## src/rtl/core/westw_pkg.sv

```systemverilog
// shared types and constants of the westwood congestion controller
package westw_pkg;

   localparam int CSR_IDX_W = 3;
   localparam int CSR_DATA_W = 32;
   localparam int REQ_DATA_W = 120;
   localparam int RSP_DATA_W = 120;
   localparam int OPCODE_W = 3;
   localparam int BW_W = 48;
   localparam int TIME_W = 40;
   localparam int DEN_W = 40;
   localparam int MUL_A_W = 24;
   localparam int MUL_B_W = 32;
   localparam int PROD_W = MUL_A_W + MUL_B_W;
   localparam int ACC_W = 66;

   localparam logic [15:0] ALPHA_Q16 = 16'd58982;
   localparam logic [15:0] ONE_MINUS_ALPHA_Q16 = 16'd6554;

   localparam logic [CSR_IDX_W-1:0] CSR_SEGMENT_SIZE = 3'd0;
   localparam logic [CSR_IDX_W-1:0] CSR_INIT_WINDOW = 3'd1;
   localparam logic [CSR_IDX_W-1:0] CSR_INIT_THRESHOLD = 3'd2;
   localparam logic [CSR_IDX_W-1:0] CSR_PLUS_MODE = 3'd3;
   localparam logic [CSR_IDX_W-1:0] CSR_FILTER_ON = 3'd4;

   localparam logic [OPCODE_W-1:0] OP_START = 3'd0;
   localparam logic [OPCODE_W-1:0] OP_ACK = 3'd1;
   localparam logic [OPCODE_W-1:0] OP_NEW_ACK = 3'd2;
   localparam logic [OPCODE_W-1:0] OP_DUP_ACK = 3'd3;
   localparam logic [OPCODE_W-1:0] OP_TIMEOUT = 3'd4;
   localparam logic [OPCODE_W-1:0] OP_RTT = 3'd5;
   localparam logic [OPCODE_W-1:0] OP_TICK = 3'd6;

   typedef enum logic [5:0] {
      C_NOP,
      C_LOAD,
      C_MUL_IWS,
      C_SET_START,
      C_DIV_CNT,
      C_CNT_FIX,
      C_SEG_ADD,
      C_MUL_NSEG,
      C_ACK_ERR,
      C_DIV_ACK,
      C_MUL_SSEG,
      C_TICK_ERR,
      C_DIV_TICK,
      C_SAMPLE,
      C_BW_RAW,
      C_F0,
      C_F1,
      C_F2,
      C_F3,
      C_F4,
      C_F5,
      C_REC_EXIT,
      C_ADD_SEG,
      C_MUL_SS,
      C_DIV_CA,
      C_ADD_CA,
      C_MUL_BWHI,
      C_MUL_BWLO,
      C_BW_T,
      C_DUP_ENTER,
      C_DUP_INFL,
      C_RTO,
      C_RTO_IDLE,
      C_RTT,
      C_OUT
   } dp_cmd_type;

   typedef struct packed {
      dp_cmd_type op;
   } ctrl_cmd_type;

   typedef struct packed {
      logic [OPCODE_W-1:0] opcode;
      logic ack_go;
      logic plus;
      logic filter;
      logic sampling;
      logic recovering;
      logic dup3;
      logic est_out;
      logic rtt_zero;
      logic dt_zero;
      logic cwnd_lt_thr;
      logic div_busy;
      logic out_free;
   } dp_stat_type;

endpackage

```

## src/rtl/core/westw_ctrl.sv

```systemverilog
// event sequencer of the westwood congestion controller
module westw_ctrl (
   input  logic                     clock,
   input  logic                     reset,
   input  logic                     req_tvalid,
   output logic                     req_tready,
   input  westw_pkg::dp_stat_type   stat,
   output westw_pkg::ctrl_cmd_type  cmd
);
   typedef enum logic [4:0] {
      S_IDLE,
      S_DISPATCH,
      S_START_SET,
      S_CNT_WAIT,
      S_CNT_NEXT,
      S_ACK_DIV,
      S_TICK_DIV,
      S_RATE_WAIT,
      S_FILT0,
      S_F1,
      S_F2,
      S_F3,
      S_F4,
      S_F5,
      S_NEW_GROW,
      S_CA_DIV,
      S_CA_WAIT,
      S_BW_LO,
      S_BW_T,
      S_BW_APPLY,
      S_OUT
   } state_type;

   state_type state_ff, state_in;
   westw_pkg::dp_cmd_type op;

   always_comb begin
      state_in = state_ff;
      op = westw_pkg::C_NOP;
      case (state_ff)
         S_IDLE: begin
            if (req_tvalid) begin
               op = westw_pkg::C_LOAD;
               state_in = S_DISPATCH;
            end
         end
         S_DISPATCH: begin
            state_in = S_OUT;
            case (stat.opcode)
               westw_pkg::OP_START: begin
                  op = westw_pkg::C_MUL_IWS;
                  state_in = S_START_SET;
               end
               westw_pkg::OP_ACK: begin
                  if (stat.ack_go) begin
                     op = westw_pkg::C_DIV_CNT;
                     state_in = S_CNT_WAIT;
                  end
               end
               westw_pkg::OP_NEW_ACK: begin
                  op = westw_pkg::C_REC_EXIT;
                  state_in = S_NEW_GROW;
               end
               westw_pkg::OP_DUP_ACK: begin
                  if (stat.dup3 && !stat.recovering) begin
                     op = westw_pkg::C_MUL_BWHI;
                     state_in = S_BW_LO;
                  end else if (stat.recovering) begin
                     op = westw_pkg::C_DUP_INFL;
                  end
               end
               westw_pkg::OP_TIMEOUT: begin
                  if (stat.est_out) begin
                     op = westw_pkg::C_MUL_BWHI;
                     state_in = S_BW_LO;
                  end else begin
                     op = westw_pkg::C_RTO_IDLE;
                  end
               end
               westw_pkg::OP_RTT: begin
                  op = westw_pkg::C_RTT;
               end
               westw_pkg::OP_TICK: begin
                  if (stat.plus && stat.sampling) begin
                     if (stat.rtt_zero) begin
                        op = westw_pkg::C_TICK_ERR;
                     end else begin
                        op = westw_pkg::C_MUL_SSEG;
                        state_in = S_TICK_DIV;
                     end
                  end
               end
               default: begin
                  op = westw_pkg::C_NOP;
               end
            endcase
         end
         S_START_SET: begin
            op = westw_pkg::C_SET_START;
            state_in = S_OUT;
         end
         S_CNT_WAIT: begin
            if (!stat.div_busy) begin
               op = westw_pkg::C_CNT_FIX;
               state_in = S_CNT_NEXT;
            end
         end
         S_CNT_NEXT: begin
            if (!stat.plus) begin
               op = westw_pkg::C_MUL_NSEG;
               state_in = S_ACK_DIV;
            end else begin
               op = westw_pkg::C_SEG_ADD;
               state_in = S_OUT;
            end
         end
         S_ACK_DIV: begin
            if (stat.dt_zero) begin
               op = westw_pkg::C_ACK_ERR;
               state_in = S_OUT;
            end else begin
               op = westw_pkg::C_DIV_ACK;
               state_in = S_RATE_WAIT;
            end
         end
         S_TICK_DIV: begin
            op = westw_pkg::C_DIV_TICK;
            state_in = S_RATE_WAIT;
         end
         S_RATE_WAIT: begin
            if (!stat.div_busy) begin
               op = westw_pkg::C_SAMPLE;
               state_in = S_FILT0;
            end
         end
         S_FILT0: begin
            if (stat.filter) begin
               op = westw_pkg::C_F0;
               state_in = S_F1;
            end else begin
               op = westw_pkg::C_BW_RAW;
               state_in = S_OUT;
            end
         end
         S_F1: begin
            op = westw_pkg::C_F1;
            state_in = S_F2;
         end
         S_F2: begin
            op = westw_pkg::C_F2;
            state_in = S_F3;
         end
         S_F3: begin
            op = westw_pkg::C_F3;
            state_in = S_F4;
         end
         S_F4: begin
            op = westw_pkg::C_F4;
            state_in = S_F5;
         end
         S_F5: begin
            op = westw_pkg::C_F5;
            state_in = S_OUT;
         end
         S_NEW_GROW: begin
            if (stat.cwnd_lt_thr) begin
               op = westw_pkg::C_ADD_SEG;
               state_in = S_OUT;
            end else begin
               op = westw_pkg::C_MUL_SS;
               state_in = S_CA_DIV;
            end
         end
         S_CA_DIV: begin
            op = westw_pkg::C_DIV_CA;
            state_in = S_CA_WAIT;
         end
         S_CA_WAIT: begin
            if (!stat.div_busy) begin
               op = westw_pkg::C_ADD_CA;
               state_in = S_OUT;
            end
         end
         S_BW_LO: begin
            op = westw_pkg::C_MUL_BWLO;
            state_in = S_BW_T;
         end
         S_BW_T: begin
            op = westw_pkg::C_BW_T;
            state_in = S_BW_APPLY;
         end
         S_BW_APPLY: begin
            op = (stat.opcode == westw_pkg::OP_DUP_ACK) ? westw_pkg::C_DUP_ENTER
                                                        : westw_pkg::C_RTO;
            state_in = S_OUT;
         end
         S_OUT: begin
            if (stat.out_free) begin
               op = westw_pkg::C_OUT;
               state_in = S_IDLE;
            end
         end
         default: begin
            state_in = S_IDLE;
         end
      endcase
   end

   always_ff @(posedge clock) begin
      if (reset) begin
         state_ff <= S_IDLE;
      end else begin
         state_ff <= state_in;
      end
   end

   assign req_tready = (state_ff == S_IDLE);
   assign cmd.op = op;
endmodule

```

## config.mk

```make
export PLATFORM = sky130hd
export DESIGN_NAME = westw_ctrl
export DESIGN_NICKNAME = d
export VERILOG_FILES = /design/src/rtl/core/westw_pkg.sv /design/src/rtl/core/westw_ctrl.sv
export SDC_FILE = /design/constraint.sdc
export NUM_CORES = 1
export LEC_CHECK = 0
export CORE_AREA = 2 2 51 62
export CTS_CLUSTER_SIZE = 10
export DETAILED_ROUTE_END_ITERATION = 6
export DIE_AREA = 0 0 53 64
export DONT_BUFFER_PORTS = 1
export GPL_TIMING_DRIVEN = 1
export SLEW_MARGIN = 20
export SYNTH_ARGS = -nofsm -noshare
export SYNTH_HDL_FRONTEND = slang
export SYNTH_SLANG_ARGS = --single-unit
```

## constraint.sdc

```tcl
create_clock -name clock -period 5.15 [get_ports clock]
set_input_delay 0.515 -clock clock [delete_from_list [all_inputs] [get_ports clock]]
set_output_delay 0.515 -clock clock [all_outputs]
set_load 0.05 [all_outputs]
```

==> results.json, run 1 <==
{
  "status": "finished, final reports clean",
  "grt_max_degree": 32,
  "fmax_ghz": 0.3039,
  "maxCapViolCount": 0,
  "clk_pin_slew_ns": 0.04,
  "wl_per_cell_um": 18.11,
  "synthArstFlopShare_pct": 0,
  "hold_buffers": 0,
  "period_needed_ns": 3.290,
  "syn_to_final_growth_pct": -2.559,
  "vias": 1314,
  "antenna_found_initial": 0,
  "dp_slack_ns": 2.141,
  "synth_nets": 183,
  "numCtsBuffers": 3,
  "drt_pass1_iterations": 4,
  "syn_area_mm2": 0.001125,
  "post-route-drc-count": 0,
  "maxSlewViolCount": 0,
  "rsz0062_at_grt": "false",
  "track_usage_pct": 21.89,
  "fin_util_pct": 39.73,
  "cts_num_sinks": 5,
  "hold_violations": 0,
  "power_density_mw_per_mm2": 585.9,
  "yosys.cell_count.top_type": "nand2_1",
  "synth_top_area_share_pct": 8.899,
  "via_per_inst": 7.103,
  "post-cts-setup-buffers": 0,
  "clkLatencyLatePin_ns": 0.24,
  "setup_tns_ns": 0,
  "gp_congestion": 0.9058,
  "yosysTopAreaCell": "dfxtp_1",
  "seq_area_frac_synth_pct": 8.899,
  "crit_arrival_ns": 2.78,
  "regMostFlops": "state_ff",
  "hold_class": "primary input to flop",
  "reg.largest.list": "state_ff x5",
  "drive_gt1_share_pct": 5.960,
  "max_slew.worst_pin.slew_ns": 1.055,
  "die_h_um": 64,
  "cp_data_required_time_ns": 4.64,
  "post_cts_resized": 0,
  "initial_core_util_pct": 40.77,
  "port-buffer-count": 0,
  "slew_headroom_pct": 29.34,
  "layout.nets": 170,
  "whs_ns": 0.3465,
  "synth_area_leaders": "dfxtp_1 8.9%, a21oi_1 5.3%, nand2b_1 4.4%",
  "synth_top_flop_cell": "dfxtp_1",
  "die_w_um": 53,
  "hpwl_um": 2530,
  "ios": 25,
  "htree_levels": 1,
  "grt_pass1_wl_um": 5706,
  "endpoint_kind": "output port",
  "clock-root-buffer": "clkbuf_4",
  "drt_iter0_drc": 64,
  "drt-total-wl_um": 3350,
  "core_area_mm2": 0.002759,
  "finalClockSkew_ns": 0.004067,
  "first_global_vias": 1241,
  "synth_commonest_cells": "13 x nand2_1, 12 x a21oi_1, 9 x o21ai_0",
  "ys_ff_latch": 5,
  "setup_slack_ns": 1.860,
  "diodes": 0,
  "cts_tree": "built",
  "path_max_fanout": 31,
  "critical_path_class": "flop to output port",
  "syn-mean-instance-area_um2": 6.817,
  "period_share_pct": 63.89,
  "ir_worst_vdd_mv": 0.3264,
  "ys_types": 57,
  "dieArea_mm2": 0.003392,
  "p_leak_nw": 0.3405,
  "startpoint_type": "flop",
  "largest_reg_flops": 5,
  "clockBufferDepth": 2,
  "p_total_w": 0.0006421,
  "rows": 21,
  "ant_nets": 0,
  "yosysWarnings": 0,
  "netlist_instances": 165,
  "synth-edff-count": 0,
  "grt_overflow": 0,
  "final-setup-viol-count": 0
}
==> final cells by class <==
cell class / instances / area (µm²)
fill: 299 / 1663
multi-input combinational: 137 / 908.4
sequential: 5 / 100.1
tap: 34 / 42.54
clock buffer: 4 / 26.28
inverter: 5 / 18.77
==> where the power goes <==
part | switching (W) | internal, W | leakage [nW]
Clock | 0.0000150 | 0.0000292 | 0.0150
Combinational | 0.000303 | 0.000162 | 0.285
Sequential | 0.0000812 | 0.0000518 | 0.0410
==> per-stage QoR <==
step	cell area [µm²]	cells
2_1_floorplan	1125	165
3_3_place_gp	1070	181
3_5_place_dp	1070	181
4_1_cts	1096	185
5_1_grt	1096	185
6_report	1096	185
==> logic make-up (layout without fill, tap and decap cells) <==
group / after synthesis / in the layout / synth area share [%]
buffers and inverters: 23 / 9 / 10.34
XOR/XNOR: 4 / 4 / 4.338
multiplexers: 3 / 3 / 2.670
flip-flops: 5 / 5 / 8.899
AND/OR/NAND/NOR: 69 / 69 / 35.15
AO/OA/AOI/OAI: 61 / 61 / 38.60
==> path summary, 6_finish.rpt <==
path | startpoint | endpoint | slack [ns] | depth (start not counted)
max | state_ff[1]$_SDFFE_PP0P_ | cmd[2] | 1.86 | 5
min | reset | state_ff[1]$_SDFFE_PP0P_ | 0.35 | 1
max reg2reg | state_ff[1]$_SDFFE_PP0P_ | state_ff[0]$_SDFFE_PP0P_ | 2.66 | 5
min reg2reg | state_ff[2]$_SDFFE_PP0P_ | state_ff[2]$_SDFFE_PP0P_ | 0.88 | 2
==> metal layers <==
| layer | wire (µm) | track usage (%) | vias to the layer above |
|---|---|---|---|
| li1 | - | - | 605 |
| met1 | 1227 | 25.75 | 618 |
| met2 | 1621 | 35.31 | 79 |
| met3 | 352 | 7.477 | 12 |
| met4 | 149 | 9.295 | 0 |
| met5 | 0 | 0 | - |
==> cells in the final DEF, fill, tap and decap left out, types with 4 or more instances in the layout <==
master and count:
o22ai_1 4, nand2_1 13, dfxtp_1 5, nand2b_1 8, nor2_1 8, nor3_1 6
inv_1 5, or3_1 7, o21ai_0 8, a21oi_1 12, a31oi_1 5, nand3_1 6
==> worst max-delay path, stage by stage (launching register included) <==
cell	delay, ns
dfxtp_1	0.62
or2_1	0.45
or3_1	0.53
nor4_2	0.30
a31oi_1	0.07
o21ai_1	0.56
Power figures use the tool's default switching activity.
==> inputs of run 2 (changes only) <==
- ABC_AREA: unset -> 1
- CORE_AREA: 2 2 51 62 -> 2 2 49 60
- DIE_AREA: 0 0 53 64 -> 0 0 51 62
- clock period: 5.15 -> 2.7 ns (I/O delays scaled with it)
==> results.json, run 2 <==
{
  "synth_commonest_cells": "64 x nand2_1, 26 x nand3_1, 24 x inv_1, 24 x nor2_1, 11 x nand4_1",
  "dieArea_mm2": 0.003162,
  "maxSlewViolCount": 0,
  "ios": 25,
  "max_slew.worst_pin.slew_ns": 0.5411,
  "max_stage_delay_ns": 0.62,
  "grt_max_degree": 11,
  "critical_path_class": "flop to output port",
  "power_density_mw_per_mm2": 868.5,
  "hold_violations": 0,
  "yosys.cell_count.top_type": "nand2_1",
  "p_leak_nw": 0.5999,
  "drt_iter0_drc": 80,
  "first_global_vias": 1228,
  "clkLatencyLatePin_ns": 0.24,
  "layout.nets": 230,
  "ir_worst_vdd_mv": 0.3178,
  "cts_tree": "built",
  "clockBufferDepth": 2,
  "post-route-drc-count": 0,
  "endpoint_kind": "output port",
  "multiInputGateArea_um2": 809.5,
  "clk_pin_slew_ns": 0.04,
  "hpwl_um": 2740,
  "via_per_inst": 5.620,
  "htree_levels": 1,
  "reg.largest.list": "state_ff x5",
  "gp_congestion": 0.9592,
  "port-buffer-count": 0,
  "worstHoldStart": "reset",
  "regArea_um2": 100.1,
  "r2r_start": "state_ff[4]$_SDFFE_PP0P_",
  "largest_reg_flops": 5,
  "post-cts-setup-buffers": 0,
  "numCtsBuffers": 3,
  "mostFrequentLayoutCells": "64 x nand2_1, 26 x nand3_1, 24 x inv_1, 24 x nor2_1, 11 x nand4_1",
  "core_area_mm2": 0.002654,
  "synth_top_flop_cell": "dfxtp_1",
  "diodes": 0,
  "hold_buffers": 0,
  "period_needed_ns": 2.327,
  "critPathLaunch": "state_ff[4]$_SDFFE_PP0P_",
  "drt_pass1_iterations": 5,
  "die_w_um": 51,
  "synth_area_leaders": "nand2_1 23%, nand3_1 12%, dfxtp_1 9.6%",
  "path_delay_family": "simple AND/OR/NAND/NOR gates",
  "syn_to_final_growth_pct": 7.049,
  "grt_overflow": 0,
  "seq_area_frac_synth_pct": 9.558,
  "crit_arrival_ns": 2.06,
  "place_area_mm2": 0.001095,
  "path_max_fanout": 10,
  "finalClockSkew_ns": 0.002314,
  "drt-total-wl_um": 3307,
  "path_cells": "inv_2 > nand2_1 > inv_2 > nand2_1 > nand2_1 > nor4_1 > nand2_1",
  "synth_nets": 225,
  "path_buf_inv": 2,
  "clock-root-buffer": "clkbuf_4",
  "rsz0062_at_grt": "false",
  "rows": 21,
  "track_usage_pct": 22.30,
  "regMostFlops": "state_ff",
  "slew_headroom_pct": 63.83,
  "die_h_um": 62,
  "cpMostUsedCell": "nand2_1",
  "yosysTopAreaCell": "nand2_1",
  "fmax_ghz": 0.4297,
  "yosysWarnings": 0,
  "synth-edff-count": 0,
  "final_common_cell": "nand2_1",
  "drive_gt1_share_pct": 10.90,
  "ant_nets": 0,
  "final-setup-viol-count": 0,
  "design_area_mm2": 0.001121,
  "ys_ff_latch": 5,
  "post_cts_resized": 0,
  "syn-mean-instance-area_um2": 5.059,
  "period_share_pct": 86.19,
  "cp_data_required_time_ns": 2.43,
  "synthArstFlopShare_pct": 0,
  "startpoint_type": "flop",
  "setup_tns_ns": 0,
  "syn_area_mm2": 0.001047,
  "vias": 1377,
  "antenna_found_initial": 0,
  "initial_core_util_pct": 39.46,
  "status": "finished, final reports clean",
  "synth_top_area_share_pct": 22.94,
  "slowest_stage": "dfxtp_1",
  "hold_class": "primary input to flop",
  "ys_types": 27,
  "netlist_instances": 207,
  "cts_num_sinks": 5,
  "wl_per_cell_um": 13.50,
  "maxCapViolCount": 0,
  "nFillCells": 300,
  "grt_pass1_wl_um": 5361
}
run 2: worst paths after layout:
check,endpoint,slack (ns),depth (start not counted)
worst min register to register,state_ff[2]$_SDFFE_PP0P_,0.61,2
worst min-delay path,state_ff[0]$_SDFFE_PP0P_,0.09,1
worst max register to register,state_ff[2]$_SDFFE_PP0P_,1.02,8
worst max-delay path,cmd[0],0.37,7
run 2: through the flow:
stage / hold slack [ns] / power, W / utilization, % / setup slack, ns / instances
6_report: 0.09492 / 0.0009736 / 42.24 / 0.3728 / 245
2_1_floorplan: 0.3391 / 0.0007420 / - / 0.3720 / 207
3_3_place_gp: 0.3415 / 0.0008830 / 41.25 / 0.7067 / 241
5_1_grt: 0.07954 / 0.001058 / 42.24 / 0.2344 / 245
3_5_place_dp: 0.3418 / 0.0008835 / 41.25 / 0.6588 / 241
4_1_cts: 0.08273 / 0.0009714 / 42.24 / 0.3909 / 245
run 2: routing by layer:
layer  global-route usage (%)  vias up  part of all wire [%]
li1                         -      696                     -
met1                    25.11      595                    40
met2                    41.93       71                    49
met3                    4.785       15                   7.1
met4                    7.336        0                   3.5
met5                        0        -                     0
run 2: cell type report:
type	instances	area share, %
multi-input cells	167	72.21
repair buffers	3	2.009
clock buffers	4	2.344
inverters	32	10.71
flip-flops and latches	5	8.929
well taps	34	3.795
run 2: logic make-up (layout without fill, tap and decap cells):
logic type,after synthesis,after routing,synth area share [%]
compound gates,27,27,15.05
buf+inv,35,39,13.14
flops,5,5,9.558
simple gates,140,140,62.25
run 2: report_power, final:
| part | switching, W | internal (W) | total (W) |
|---|---|---|---|
| logic | 0.000557 | 0.000185 | 0.000742 |
| registers | 0.0000537 | 0.0000942 | 0.000148 |
| clock network | 0.0000278 | 0.0000557 | 0.0000835 |
| total | 0.000638 | 0.000335 | 0.000974 |
